File: config.mk
export PLATFORM = sky130hd
export DESIGN_NAME = sbbp_ctrl
export DESIGN_NICKNAME = d
export VERILOG_FILES = /design/src/sv/sbbp_pkg.sv /design/src/sv/sbbp_ctrl.sv
export SDC_FILE = /design/constraint.sdc
export NUM_CORES = 1
export LEC_CHECK = 0
export ABC_AREA = 1
export BUFFER_PORTS_ARGS = -buffer_cell sky130_fd_sc_hd__buf_2
export CAP_MARGIN = 40
export CORE_AREA = 2 2 39 41
export DETAILED_ROUTE_END_ITERATION = 8
export DIE_AREA = 0 0 41 43
export MAX_ROUTING_LAYER = met4
export SYNTH_ARGS = -nofsm -noshare
export SYNTH_HDL_FRONTEND = slang
export SYNTH_SLANG_ARGS = --single-unit
File: constraint.sdc
create_clock -name clk_i -period 2.1 [get_ports clk_i]
set_input_delay 0.21 -clock clk_i [delete_from_list [all_inputs] [get_ports clk_i]]
set_output_delay 0.21 -clock clk_i [all_outputs]
set_load 0.02 [all_outputs]
File: src/sv/sbbp_pkg.sv
`timescale 1ns / 1ps
`default_nettype none

package sbbp_pkg;

  // Width of the occupancy line and of its three 32-bit words.
  localparam int unsigned MaskW     = 96;
  localparam int unsigned MaskWordW = 32;
  localparam int unsigned WordW     = 64;
  localparam int unsigned CountW    = 32;

  // Result kinds.
  localparam logic KindEntry = 1'b0;
  localparam logic KindLine  = 1'b1;

  // One input beat: an index entry and the stream end flag.
  typedef struct packed {
    logic [WordW-1:0] entry_low_word;
    logic [WordW-1:0] entry_high_word;
    logic             end_of_stream;
  } entry_t;

  // One output beat: a replayed entry or a bitmap line.
  typedef struct packed {
    logic                 result_kind;
    logic [WordW-1:0]     data_low_word;
    logic [WordW-1:0]     data_high_word;
    logic [CountW-1:0]    prior_block_count;
    logic [MaskWordW-1:0] mask_bits_low;
    logic [MaskWordW-1:0] mask_bits_mid;
    logic [MaskWordW-1:0] mask_bits_high;
    logic                 run_last;
  } result_t;

  // Commands from the controller to the datapath.
  typedef struct packed {
    logic in_open;    // input may be accepted
    logic rd_first;   // issue the buffer read of the first entry
    logic replay;     // emit the buffered entry and fetch the next one
    logic emit_line;  // emit the bitmap line and restart it
  } ctrl_cmd_t;

  // Status from the datapath to the controller.
  typedef struct packed {
    logic close;        // accepted beat closes the block
    logic close_nz;     // the closing block is nonzero
    logic close_line;   // the closing block completes or flushes a line
    logic replay_more;  // more buffered entries follow the current one
    logic line_due;     // a line follows the current replay
    logic slot_free;    // output register can take a result this cycle
  } ctrl_status_t;

endpackage

`default_nettype wire

File: src/sv/sbbp_ctrl.sv
`timescale 1ns / 1ps
`default_nettype none

// Sequencer: fill a block, replay it if nonzero, then emit a line if due.
module sbbp_ctrl (
  input  wire logic                  clk_i,
  input  wire logic                  rst_ni,
  input  wire sbbp_pkg::ctrl_status_t status_i,
  output      sbbp_pkg::ctrl_cmd_t    cmd_o
);

  typedef enum logic [1:0] {
    StFill,
    StPrime,
    StReplay,
    StLine
  } state_e;

  state_e state_q, state_d;

  // Next state.
  always_comb begin
    state_d = state_q;
    case (state_q)
      StFill: begin
        if (status_i.close) begin
          if (status_i.close_nz) begin
            state_d = StPrime;
          end else if (status_i.close_line) begin
            state_d = StLine;
          end
        end
      end
      StPrime: begin
        state_d = StReplay;
      end
      StReplay: begin
        if (status_i.slot_free && !status_i.replay_more) begin
          state_d = status_i.line_due ? StLine : StFill;
        end
      end
      StLine: begin
        if (status_i.slot_free) begin
          state_d = StFill;
        end
      end
      default: begin
        state_d = StFill;
      end
    endcase
  end

  // Commands decoded from the state.
  always_comb begin
    cmd_o           = '0;
    cmd_o.in_open   = (state_q == StFill);
    cmd_o.rd_first  = (state_q == StPrime);
    cmd_o.replay    = (state_q == StReplay) && status_i.slot_free;
    cmd_o.emit_line = (state_q == StLine) && status_i.slot_free;
  end

  always_ff @(posedge clk_i or negedge rst_ni) begin
    if (!rst_ni) begin
      state_q <= StFill;
    end else begin
      state_q <= state_d;
    end
  end

endmodule

`default_nettype wire

==> results.yml <==
global_route:
  antenna_found_initial: 0
  grt_pass1_vias: 227
  grt_usage: 0.0730
  largest_net_degree_at_the_start_of_global_routing: 8
  grt_pass1_wl_um: 745
  grt_overflow_total: 0
worst_setup_path:
  rr_worst_depth: 6
  worst_r2r_startpoint: "state_q[0]$_DFFE_PN0P_"
  critical_path_arrival_ps: 1080
  required_worst_endpoint_ps: 1890
  timing.setup.critical_path_class: "register to primary output"
  reg2reg_slack_ps: 1070
  r2r-end: "state_q[0]$_DFFE_PN0P_"
  worst_setup_path_end_kind: "primary output"
  critical_path_fanout_max: 5
  timing.critical_path.from_type: "register"
place:
  dpl_worst_slack_ps: 1040
  dpl-instance-area_um2: 251
  port_buffers: 11
  place_hpwl_um: 413
  finalWeightedCongestion: 0.678
synth:
  synth_common_cells: "nand2_1 (8), nor2_1 (7), inv_1 (4), nand3_1 (4)"
  netlist_instances: 31
  syn-num-nets: 39
  ys_async_rst_share: 1.00
  mappedNetlistArea_um2: 176
  postSynthRegisterBits: 2
  ys_seq_area_frac: 0.284
  synthDominantAreaCellType: "dfrtp_1"
  avgSynthCellArea_um2: 5.69
  synth.most_common_cell: "nand2_1"
  yosysUniqueCellTypes: 10
  netlist.area_leader.share: 0.284
  warnings_synthesis: 0
  yosys_most_used_dff: "dfrtp_1"
  synth_edf_count: 0
  yosys-top-cells-area: "dfrtp_1 (28%), nand2_1 (17%), nor2_1 (15%)"
routing:
  drt_first_iter_violations: 0
  num_vias: 230
  vias_per_instance: 3.71
  detail_route.wl_per_cell_um: 7.60
  final_antenna_net_count: 0
  totalWireLength_um: 471
  route.detailed.drc: 0
  firstDrtPassIters: 1
power:
  report.power.total_w: 0.000384
  cellLeakagePower_nw: 0.169
  irDropWorstVdd_v: 0.000278
  power.density_nw_per_um2: 1350
final_layout:
  largest_reg_flops: 2
  drive_above_1_share: 0.391
  fillerInstances: 152
  n_antenna_cell: 0
  layout_top_registers: "state_q: 2 flops"
  multi_input_area_um2: 108
  post_layout_nets: 56
  area_delta_synth_final_pct: 61.0
  final-seq-area_um2: 50.0
  top_register: "state_q"
  cell_area_after_layout_um2: 284
timing:
  slew_headroom: 0.859
  skew_ps: 0.0331
  tightestPinTransition_ps: 212
  slew_viol_final: 0
  timing_hold_violations_final: 0
  finalHoldWorstSlack_ps: 285
  timing.final.crit_period_ps: 1290
  grt_setup_unrepaired: "false"
  timing.final.setup_violations: 0
  setup_ws_ps: 809
  finalSetupTns_ps: 0
  timing.final.crit_share: 0.615
  fmaxAchievable_mhz: 775
clocking:
  path_clk_slew_ps: 30
  clk_root_buffer_cell: "clkbuf_4"
  cts_inserted_buffers: 3
  clock_path_buffers: 2
  cts_htree_levels: 1
  tritoncts: "done"
  clock_sink_count: 2
  cts_repair_resize_count: 0
  clock_latency_ps: 220
status:
  outcome: "complete, no violations"
die:
  die_h_um: 43
  die_area_um2: 1760
  placement_rows: 14
  floorplan.io_pins: 12
  die_w_um: 41
  core_area_um2: 1380
  initial_utilization: 0.127
worst_hold_path:
  hold_ep: "state_q[1]$_DFFE_PN0P_"
  hp_start: "status_i[2]"
  number_of_cells_on_the_worst_hold_path: 3
  worst_hold_path_type: "primary input to register"
run:
  maxCapViolations: 0
[worst max path at each step]
stage               slack [ps]                    from                endpoint
finish                     810  state_q[0]$_DFFE_PN0P_                cmd_o[1]
global route               760  state_q[0]$_DFFE_PN0P_                cmd_o[1]
CTS                        800  state_q[0]$_DFFE_PN0P_                cmd_o[1]
detailed placement        1040  state_q[0]$_DFFE_PN0P_                cmd_o[1]
global placement          1060  state_q[0]$_DFFE_PN0P_                cmd_o[1]
floorplan                  930  state_q[1]$_DFFE_PN0P_  state_q[1]$_DFFE_PN0P_
[worst max-delay path, cell delays in order (launching register included)]
cell	delay [ps]
dfrtp_1	400
inv_1	130
nand2_1	80
nor2_1	80
buf_2	160
[cell usage in the layout (no fill, tap or decap), drive strengths merged]
cell / instances
nand3: 4
nor2: 9
dfrtp: 2
o211ai: 1
inv: 5
dlygate4sd3: 1
buf: 11
clkbuf: 3
nand2: 9
o21ai: 1
[cell type report]
cell class | count | share of cell area
Clock buffer | 3 | 0.0793
Inverter | 5 | 0.0661
Multi-Input combinational cell | 24 | 0.379
Sequential cell | 2 | 0.176
Tap cell | 16 | 0.0705
Timing Repair Buffer | 12 | 0.229
[kinds of logic after synthesis]
kind of cell	Yosys count	share of synthesized area
simple gates	22	0.539
buf+inv	5	0.106
compound gates	2	0.0709
flops	2	0.284
[what timing repair did]
item                                   4_1_cts  5_1_grt
buffers inserted                             0        0
hold buffers                                 1        0
endpoints found under the hold margin        2        0
[metal layers]
layer  vias up  global-route usage  part of all wire
li1        126                   -                 -
met1        98              0.0513              0.30
met2         4               0.106              0.59
met3         2              0.0314             0.074
met4         0               0.100             0.023
met5         -                   -                 0
[stage by stage]
step                       util  cells
final                     0.205     62
after global routing      0.205     62
after CTS                 0.205     62
after detailed placement  0.182     58
after global placement    0.182     58
after floorplan               -     31
[power breakdown]
| group | leakage, nW | switching [W] | internal (W) |
|---|---|---|---|
| sequential | 0.0245 | 0.0000277 | 0.0000583 |
| combinational | 0.131 | 0.000136 | 0.0000781 |
| clock | 0.0138 | 0.0000206 | 0.0000629 |
| total | 0.169 | 0.000185 | 0.000199 |
Power figures use the tool's default switching activity.
