[src/sv/sbbp_pkg.sv]
`timescale 1ns / 1ps
`default_nettype none

package sbbp_pkg;

  // Width of the occupancy line and of its three 32-bit words.
  localparam int unsigned MaskW     = 96;
  localparam int unsigned MaskWordW = 32;
  localparam int unsigned WordW     = 64;
  localparam int unsigned CountW    = 32;

  // Result kinds.
  localparam logic KindEntry = 1'b0;
  localparam logic KindLine  = 1'b1;

  // One input beat: an index entry and the stream end flag.
  typedef struct packed {
    logic [WordW-1:0] entry_low_word;
    logic [WordW-1:0] entry_high_word;
    logic             end_of_stream;
  } entry_t;

  // One output beat: a replayed entry or a bitmap line.
  typedef struct packed {
    logic                 result_kind;
    logic [WordW-1:0]     data_low_word;
    logic [WordW-1:0]     data_high_word;
    logic [CountW-1:0]    prior_block_count;
    logic [MaskWordW-1:0] mask_bits_low;
    logic [MaskWordW-1:0] mask_bits_mid;
    logic [MaskWordW-1:0] mask_bits_high;
    logic                 run_last;
  } result_t;

  // Commands from the controller to the datapath.
  typedef struct packed {
    logic in_open;    // input may be accepted
    logic rd_first;   // issue the buffer read of the first entry
    logic replay;     // emit the buffered entry and fetch the next one
    logic emit_line;  // emit the bitmap line and restart it
  } ctrl_cmd_t;

  // Status from the datapath to the controller.
  typedef struct packed {
    logic close;        // accepted beat closes the block
    logic close_nz;     // the closing block is nonzero
    logic close_line;   // the closing block completes or flushes a line
    logic replay_more;  // more buffered entries follow the current one
    logic line_due;     // a line follows the current replay
    logic slot_free;    // output register can take a result this cycle
  } ctrl_status_t;

endpackage

`default_nettype wire

[src/sv/sbbp_stream_if.sv]
`timescale 1ns / 1ps
`default_nettype none

// Valid/ready channel carrying one payload per beat.
interface sbbp_stream_if #(
  parameter type payload_t = logic
) ();
  logic     valid;
  logic     ready;
  payload_t payload;

  modport source (output valid, output payload, input ready);
  modport sink (input valid, input payload, output ready);
endinterface

`default_nettype wire

[src/sv/sbbp_ram.sv]
`timescale 1ns / 1ps
`default_nettype none

// Simple dual-port RAM: one write port, one read port with registered data.
module sbbp_ram #(
  parameter int unsigned WIDTH = 128,
  parameter int unsigned DEPTH = 32
) (
  input  wire logic                           clk_i,
  input  wire logic                           we_i,
  input  wire logic [(DEPTH > 1 ? $clog2(DEPTH) : 1)-1:0] waddr_i,
  input  wire logic [WIDTH-1:0]               wdata_i,
  input  wire logic                           re_i,
  input  wire logic [(DEPTH > 1 ? $clog2(DEPTH) : 1)-1:0] raddr_i,
  output      logic [WIDTH-1:0]               rdata_o
);

  logic [WIDTH-1:0] mem_q [DEPTH];
  logic [WIDTH-1:0] rdata_q;

  // Write and registered read.
  always_ff @(posedge clk_i) begin
    if (we_i) begin
      mem_q[waddr_i] <= wdata_i;
    end
    if (re_i) begin
      rdata_q <= mem_q[raddr_i];
    end
  end

  assign rdata_o = rdata_q;

endmodule

`default_nettype wire

[src/sv/sbbp_datapath.sv]
`timescale 1ns / 1ps
`default_nettype none

// Block buffer, occupancy line, block counters and output register.
module sbbp_datapath #(
  parameter int unsigned ENTRIES_PER_BLOCK = 32,
  parameter int unsigned BLOCKS_PER_LINE   = 96
) (
  input  wire logic                  clk_i,
  input  wire logic                  rst_ni,
  sbbp_stream_if.sink                entry_i,
  sbbp_stream_if.source              result_o,
  input  wire sbbp_pkg::ctrl_cmd_t    cmd_i,
  output      sbbp_pkg::ctrl_status_t status_o
);

  localparam int unsigned AddrW  = ENTRIES_PER_BLOCK > 1 ? $clog2(ENTRIES_PER_BLOCK) : 1;
  localparam int unsigned CntW   = $clog2(ENTRIES_PER_BLOCK + 1);
  localparam int unsigned BitW   = $clog2(BLOCKS_PER_LINE + 1);
  localparam int unsigned MaskW  = sbbp_pkg::MaskW;
  localparam int unsigned WordW  = sbbp_pkg::WordW;
  localparam int unsigned CountW = sbbp_pkg::CountW;
  localparam int unsigned MWordW = sbbp_pkg::MaskWordW;

  sbbp_pkg::entry_t  in_beat;
  sbbp_pkg::result_t out_q, out_d;
  logic              out_valid_q, out_valid_d;

  logic [CntW-1:0]   pos_q, pos_d;
  logic [CntW-1:0]   held_q, held_d;
  logic [CntW-1:0]   idx_q, idx_d;
  logic [CntW-1:0]   idx_inc;
  logic              nz_q, nz_d;
  logic              last_q, last_d;
  logic              line_due_q, line_due_d;
  logic [BitW-1:0]   bitpos_q, bitpos_d;
  logic [BitW-1:0]   bitpos_inc;
  logic [MaskW-1:0]  mask_q, mask_d;
  logic [CountW-1:0] run_cnt_q, run_cnt_d;
  logic [CountW-1:0] line_start_q, line_start_d;

  logic              accept;
  logic              close;
  logic              nz_final;
  logic              close_line;
  logic              replay_more;
  logic              slot_free;

  logic              ram_re;
  logic [AddrW-1:0]  ram_raddr;
  logic [2*WordW-1:0] ram_wdata;
  logic [2*WordW-1:0] ram_rdata;

  assign in_beat = entry_i.payload;

  // Input handshake and block closing conditions.
  assign entry_i.ready = cmd_i.in_open;
  assign accept        = entry_i.valid && cmd_i.in_open;
  assign nz_final      = nz_q || ((in_beat.entry_low_word | in_beat.entry_high_word) != '0);
  assign close         = accept &&
                         ((pos_q + CntW'(1) == CntW'(ENTRIES_PER_BLOCK)) || in_beat.end_of_stream);
  assign bitpos_inc    = bitpos_q + BitW'(1);
  assign close_line    = (bitpos_inc == BitW'(BLOCKS_PER_LINE)) || in_beat.end_of_stream;

  // Replay progress through the buffered entries.
  assign idx_inc     = idx_q + CntW'(1);
  assign replay_more = (idx_inc != held_q);
  assign slot_free   = !out_valid_q || result_o.ready;

  // Block buffer: written on each accepted beat, read during replay.
  assign ram_wdata = {in_beat.entry_high_word, in_beat.entry_low_word};
  assign ram_re    = cmd_i.rd_first || (cmd_i.replay && replay_more);
  assign ram_raddr = cmd_i.rd_first ? '0 : idx_inc[AddrW-1:0];

  sbbp_ram #(
    .WIDTH (2 * WordW),
    .DEPTH (ENTRIES_PER_BLOCK)
  ) u_block_ram (
    .clk_i   (clk_i),
    .we_i    (accept),
    .waddr_i (pos_q[AddrW-1:0]),
    .wdata_i (ram_wdata),
    .re_i    (ram_re),
    .raddr_i (ram_raddr),
    .rdata_o (ram_rdata)
  );

  // Block, line and counter state.
  always_comb begin
    pos_d        = pos_q;
    held_d       = held_q;
    idx_d        = idx_q;
    nz_d         = nz_q;
    last_d       = last_q;
    line_due_d   = line_due_q;
    bitpos_d     = bitpos_q;
    mask_d       = mask_q;
    run_cnt_d    = run_cnt_q;
    line_start_d = line_start_q;

    if (accept) begin
      if (close) begin
        pos_d      = '0;
        nz_d       = 1'b0;
        held_d     = pos_q + CntW'(1);
        last_d     = in_beat.end_of_stream;
        line_due_d = close_line;
        mask_d     = mask_q | ({{(MaskW-1){1'b0}}, nz_final} << bitpos_q);
        run_cnt_d  = run_cnt_q + CountW'(nz_final);
        bitpos_d   = bitpos_inc;
      end else begin
        pos_d = pos_q + CntW'(1);
        nz_d  = nz_final;
      end
    end

    if (cmd_i.rd_first) begin
      idx_d = '0;
    end else if (cmd_i.replay) begin
      idx_d = idx_inc;
    end

    // A line restarts the mask; stream end also clears the counts.
    if (cmd_i.emit_line) begin
      mask_d   = '0;
      bitpos_d = '0;
      if (last_q) begin
        run_cnt_d    = '0;
        line_start_d = '0;
      end else begin
        line_start_d = run_cnt_q;
      end
    end
  end

  // Output register loads.
  always_comb begin
    out_d       = out_q;
    out_valid_d = out_valid_q && !result_o.ready;
    if (cmd_i.replay) begin
      out_d                = '0;
      out_d.result_kind    = sbbp_pkg::KindEntry;
      out_d.data_low_word  = ram_rdata[WordW-1:0];
      out_d.data_high_word = ram_rdata[2*WordW-1:WordW];
      out_d.run_last       = !replay_more && !line_due_q;
      out_valid_d          = 1'b1;
    end else if (cmd_i.emit_line) begin
      out_d                   = '0;
      out_d.result_kind       = sbbp_pkg::KindLine;
      out_d.prior_block_count = line_start_q;
      out_d.mask_bits_low     = mask_q[MWordW-1:0];
      out_d.mask_bits_mid     = mask_q[2*MWordW-1:MWordW];
      out_d.mask_bits_high    = mask_q[3*MWordW-1:2*MWordW];
      out_d.run_last          = 1'b1;
      out_valid_d             = 1'b1;
    end
  end

  always_ff @(posedge clk_i or negedge rst_ni) begin
    if (!rst_ni) begin
      pos_q        <= '0;
      held_q       <= '0;
      idx_q        <= '0;
      nz_q         <= 1'b0;
      last_q       <= 1'b0;
      line_due_q   <= 1'b0;
      bitpos_q     <= '0;
      mask_q       <= '0;
      run_cnt_q    <= '0;
      line_start_q <= '0;
      out_valid_q  <= 1'b0;
    end else begin
      pos_q        <= pos_d;
      held_q       <= held_d;
      idx_q        <= idx_d;
      nz_q         <= nz_d;
      last_q       <= last_d;
      line_due_q   <= line_due_d;
      bitpos_q     <= bitpos_d;
      mask_q       <= mask_d;
      run_cnt_q    <= run_cnt_d;
      line_start_q <= line_start_d;
      out_valid_q  <= out_valid_d;
    end
  end

  // Output payload needs no reset.
  always_ff @(posedge clk_i) begin
    out_q <= out_d;
  end

  assign result_o.valid   = out_valid_q;
  assign result_o.payload = out_q;

  // Status to the controller.
  always_comb begin
    status_o             = '0;
    status_o.close       = close;
    status_o.close_nz    = nz_final;
    status_o.close_line  = close_line;
    status_o.replay_more = replay_more;
    status_o.line_due    = line_due_q;
    status_o.slot_free   = slot_free;
  end

endmodule

`default_nettype wire

[src/flat_wrapper.sv]
// flat-port wrapper written by rule: the top's interface ports become plain ports
module sbbp_datapath_flat 
#(
  parameter int unsigned ENTRIES_PER_BLOCK = 32,
  parameter int unsigned BLOCKS_PER_LINE   = 96
)
  (clk_i, rst_ni, cmd_i, status_o, entry_i_valid, entry_i_payload, entry_i_ready, result_o_valid, result_o_payload, result_o_ready);
  sbbp_stream_if entry_i_i ();
  sbbp_stream_if result_o_i ();
  input  wire logic clk_i;
  input  wire logic rst_ni;
  input  wire sbbp_pkg::ctrl_cmd_t cmd_i;
  output      sbbp_pkg::ctrl_status_t status_o;
  input wire logic [$bits(entry_i_i.valid)-1:0] entry_i_valid;
  input wire logic [$bits(entry_i_i.payload)-1:0] entry_i_payload;
  output wire logic [$bits(entry_i_i.ready)-1:0] entry_i_ready;
  output wire logic [$bits(result_o_i.valid)-1:0] result_o_valid;
  output wire logic [$bits(result_o_i.payload)-1:0] result_o_payload;
  input wire logic [$bits(result_o_i.ready)-1:0] result_o_ready;
  assign entry_i_i.valid = entry_i_valid;
  assign entry_i_i.payload = entry_i_payload;
  assign entry_i_ready = entry_i_i.ready;
  assign result_o_valid = result_o_i.valid;
  assign result_o_payload = result_o_i.payload;
  assign result_o_i.ready = result_o_ready;
  sbbp_datapath #(.ENTRIES_PER_BLOCK(ENTRIES_PER_BLOCK), .BLOCKS_PER_LINE(BLOCKS_PER_LINE)) u_core (.clk_i(clk_i), .rst_ni(rst_ni), .entry_i(entry_i_i), .result_o(result_o_i), .cmd_i(cmd_i), .status_o(status_o));
endmodule
[config.mk]
export PLATFORM = sky130hd
export DESIGN_NAME = sbbp_datapath_flat
export DESIGN_NICKNAME = d
export VERILOG_FILES = /design/src/sv/sbbp_pkg.sv /design/src/sv/sbbp_stream_if.sv /design/src/sv/sbbp_ram.sv /design/src/sv/sbbp_datapath.sv /design/src/flat_wrapper.sv
export SDC_FILE = /design/constraint.sdc
export NUM_CORES = 1
export LEC_CHECK = 0
export ABC_AREA = 1
export BUFFER_PORTS_ARGS = -buffer_cell sky130_fd_sc_hd__buf_2
export CAP_MARGIN = 10
export CORE_MARGIN = 2
export CORE_UTILIZATION = 58
export CTS_CLUSTER_SIZE = 40
export DETAILED_ROUTE_END_ITERATION = 7
export GPL_TIMING_DRIVEN = 0
export PLACE_DENSITY = 0.79
export SETUP_SLACK_MARGIN = 0.5
export SYNTH_ARGS = -nofsm -noshare
export SYNTH_HDL_FRONTEND = slang
export SYNTH_SLANG_ARGS = --single-unit
export TNS_END_PERCENT = 20
[constraint.sdc]
create_clock -name clk_i -period 2.49 [get_ports clk_i]
set_clock_uncertainty 0.2 [all_clocks]
set_input_delay 0.1245 -clock clk_i [delete_from_list [all_inputs] [get_ports clk_i]]
set_output_delay 0.1245 -clock clk_i [all_outputs]
set_load 0.05 [all_outputs]
==> reports/metrics.csv <==
metric,value,unit
Syn-to-layout area delta,26.0,%
clk sinks,28,
# IOs,18,
most frequent cells in the layout,"nand2_1, dfrtp_1, inv_1, buf_4, nand3_1",
routed len/inst,12.1,µm
Leak,1.05,nW
CP Data Required Time,2.17,ns
Yosys warnings,0,
maximum level of the CTS H-tree,1,
crit path max fanout,4,
area of the multi-input gates,865,µm²
DP HPWL,2340,µm
"area leader, netlist",dfrtp_1,
drt via density,5.28,
Critical Path Source Type,flip-flop,
initial antenna violation count,0,
Max VDD drop,0.845,mV
outcome,completed,
fin crit share,86.2,%
clock root cell,clkbuf_4,
Post-route DRC,0,
area share of the largest cell type after synthesis,40.3,%
cts bufs inserted,3,
fill cell count,206,
Total Nets Final,269,
Hold Crit Class,input port to async pin,
PD cells,583,nW/µm²
Avg Synthesized Cell Area,7.72,µm²
dpl cells,264,
"setup slack, reg-to-reg",0.56,ns
Syn Inst Count,217,
Max Clk Rate,466,MHz
CTS tree,done,
Clock Latency Late Sink,0.32,ns
register area share after synthesis,42.1,%
CP cell instances,"ha_4, xnor2_2, nand2_1, nand2_1, nand3_2, nor2_4, nand2_2, buf_6, buf_8",
Slew Limit Headroom,60.0,%
minimum clock period,2.15,ns
MaxCap Viol Count,0,
largest net degree at the start of global routing,28,
pre-CTS WS,0.288,ns
standard-cell rows,19,
final WL,3470,µm
initial core utilization,60.8,%
post-route ant nets,0,
final setup margin,0.344,ns
final setup vio count,0,
final core utilization,76.5,%
Core Box Area,2760,µm²
first-pass GRT wire length,5870,µm
Synth area leaders,"dfrtp_1, nand2_1, nand3_1, inv_1, nand4_1",
RD Place Congestion,0.876,
total track usage,22.5,%
Seq cells post-synth,28,
final max-slew violation count,0,
number of global-route vias before repair,1394,
ANT cells,0,
via count,1516,
Crit. End Element,output pin,
Mapped Nets,229,
RSZ-0062 raised after global routing,true,
"CTS clk-pin slew, worst paths",0.14,ns
Worst path max stage delay,0.46,ns
Worst path most repeated cell,nand2_1,
maximum clock path buffer count,2,
GRT Residual Overflow,0,
Die H,57.7,µm
die area,3330,µm²
"Cell Area, Synth",1680,µm²
Port-buffer cells,16,
TritonRoute pass-1 iters,4,
"most common cell after layout, fill and taps aside",nand2_1,
layout cells sized above 1,29.3,%
Final Instance Count excl. Fillers,287,
post-route setup TNS,0,ns
crit path kind,flip-flop to output pin,
die width,57.7,µm
FF+latch area,707,µm²
crit path max-delay cell type,dfrtp_2,
Critical Path AT,1.82,ns
Netlist cell types,26,
Fin. Hold Viols,0,
initial DRC count,92,
Least-Margin Pin Slew,0.600,ns
cell families (layout without fill, tap and decap cells):
| group | Yosys count | after routing | synth area share, % |
|---|---|---|---|
| flip-flops | 28 | 28 | 42.1 |
| AND/OR/NAND/NOR | 129 | 129 | 37.4 |
| other | 1 | 1 | 0.224 |
| adder cells (fa/ha/maj) | 3 | 3 | 2.24 |
| XOR/XNOR | 5 | 5 | 2.61 |
| buffers and inverters | 37 | 76 | 10.7 |
| AO/OA/AOI/OAI | 14 | 14 | 4.70 |
area by class of cell:
class                   instances  share of cell area (%)
plain buffers                  11                    4.33
clock buffers                   4                    1.72
inverters                      26                    4.74
multi-input cells             152                    41.0
flip-flops and latches         28                    33.5
well taps                      31                    1.84
repair buffers                 35                    12.9
state kept, by name (all words and copies together) (netlist names):
register and cells:
u_core.bitpos_q 7, u_core.result_o.payload 1, u_core.held_q 6, u_core.line_due_q 1, u_core.result_o.valid 1, u_core.idx_q 6, u_core.pos_q 6
metrics by stage:
step | cell area, µm² | power, mW | hold WS [ns]
3_3_place_gp | 1790 | 0.871 | -0.0405
3_5_place_dp | 1790 | 0.877 | -0.0419
4_1_cts | 2070 | 1.20 | 0.123
5_1_grt | 2110 | 1.29 | 0.176
6_report | 2110 | 1.23 | 0.117
2_1_floorplan | 1680 | 0.805 | -0.371
path summary, 6_finish.rpt:
path                                        from               endpoint  cells past startpoint
max                              u_core.idx_q[0]            status_o[2]                      9
min                                       rst_ni        u_core.idx_q[4]                      2
max reg2reg                      u_core.pos_q[1]     u_core.bitpos_q[3]                     13
min reg2reg                u_core.result_o.valid  u_core.result_o.valid                      2
max in group asynchronous                 rst_ni        u_core.idx_q[0]                      2
min in group clk_i                      cmd_i[3]       u_core.held_q[0]                      6
synthesized netlist by cell type:
cell type,number
nand2_4,2
ha_1,3
xor2_1,2
nor2_1,11
o22ai_1,4
nand4_1,12
nand3b_1,5
nand2_2,8
nand3_1,20
a21oi_1,1
nor2_2,1
buf_4,7
conb_1,1
inv_2,1
nand3_2,5
buf_2,2
o21ai_0,7
o21ai_2,1
edfxtp_1,1
xnor2_1,3
buf_8,1
inv_1,25
o21ai_1,1
clkbuf_1,1
dfrtp_1,27
nand2_1,65
power breakdown:
| part | switching (mW) | internal (mW) |
|---|---|---|
| combinational | 0.260 | 0.217 |
| clock | 0.127 | 0.0894 |
| sequential | 0.0350 | 0.501 |
critical path, delay by kind of cell (launching register included):
family / cells / cell delay (ns)
adder cells (fa/ha/maj): 1 / 0.19
AND/OR/NAND/NOR: 5 / 0.42
XOR/XNOR: 1 / 0.18
buffers and inverters: 2 / 0.25
flip-flops: 1 / 0.46
per-layer routing:
metal | GRT usage, % | routed length [µm]
met5 | 0 | 0
met4 | 10.6 | 87
met1 | 29.4 | 1630
met3 | 2.23 | 119
met2 | 37.5 | 1630
what timing repair did:
action / in CTS / in global routing
hold endpoints to repair: 47 / 0
setup endpoints to repair: 13 / 13
pin swaps: 8 / 11
gates cloned: 0 / 0
hold buffers: 8 / 0
resized for setup: 22 / 10
setup buffers: 11 / 0
(Power assumes the default switching activity.)
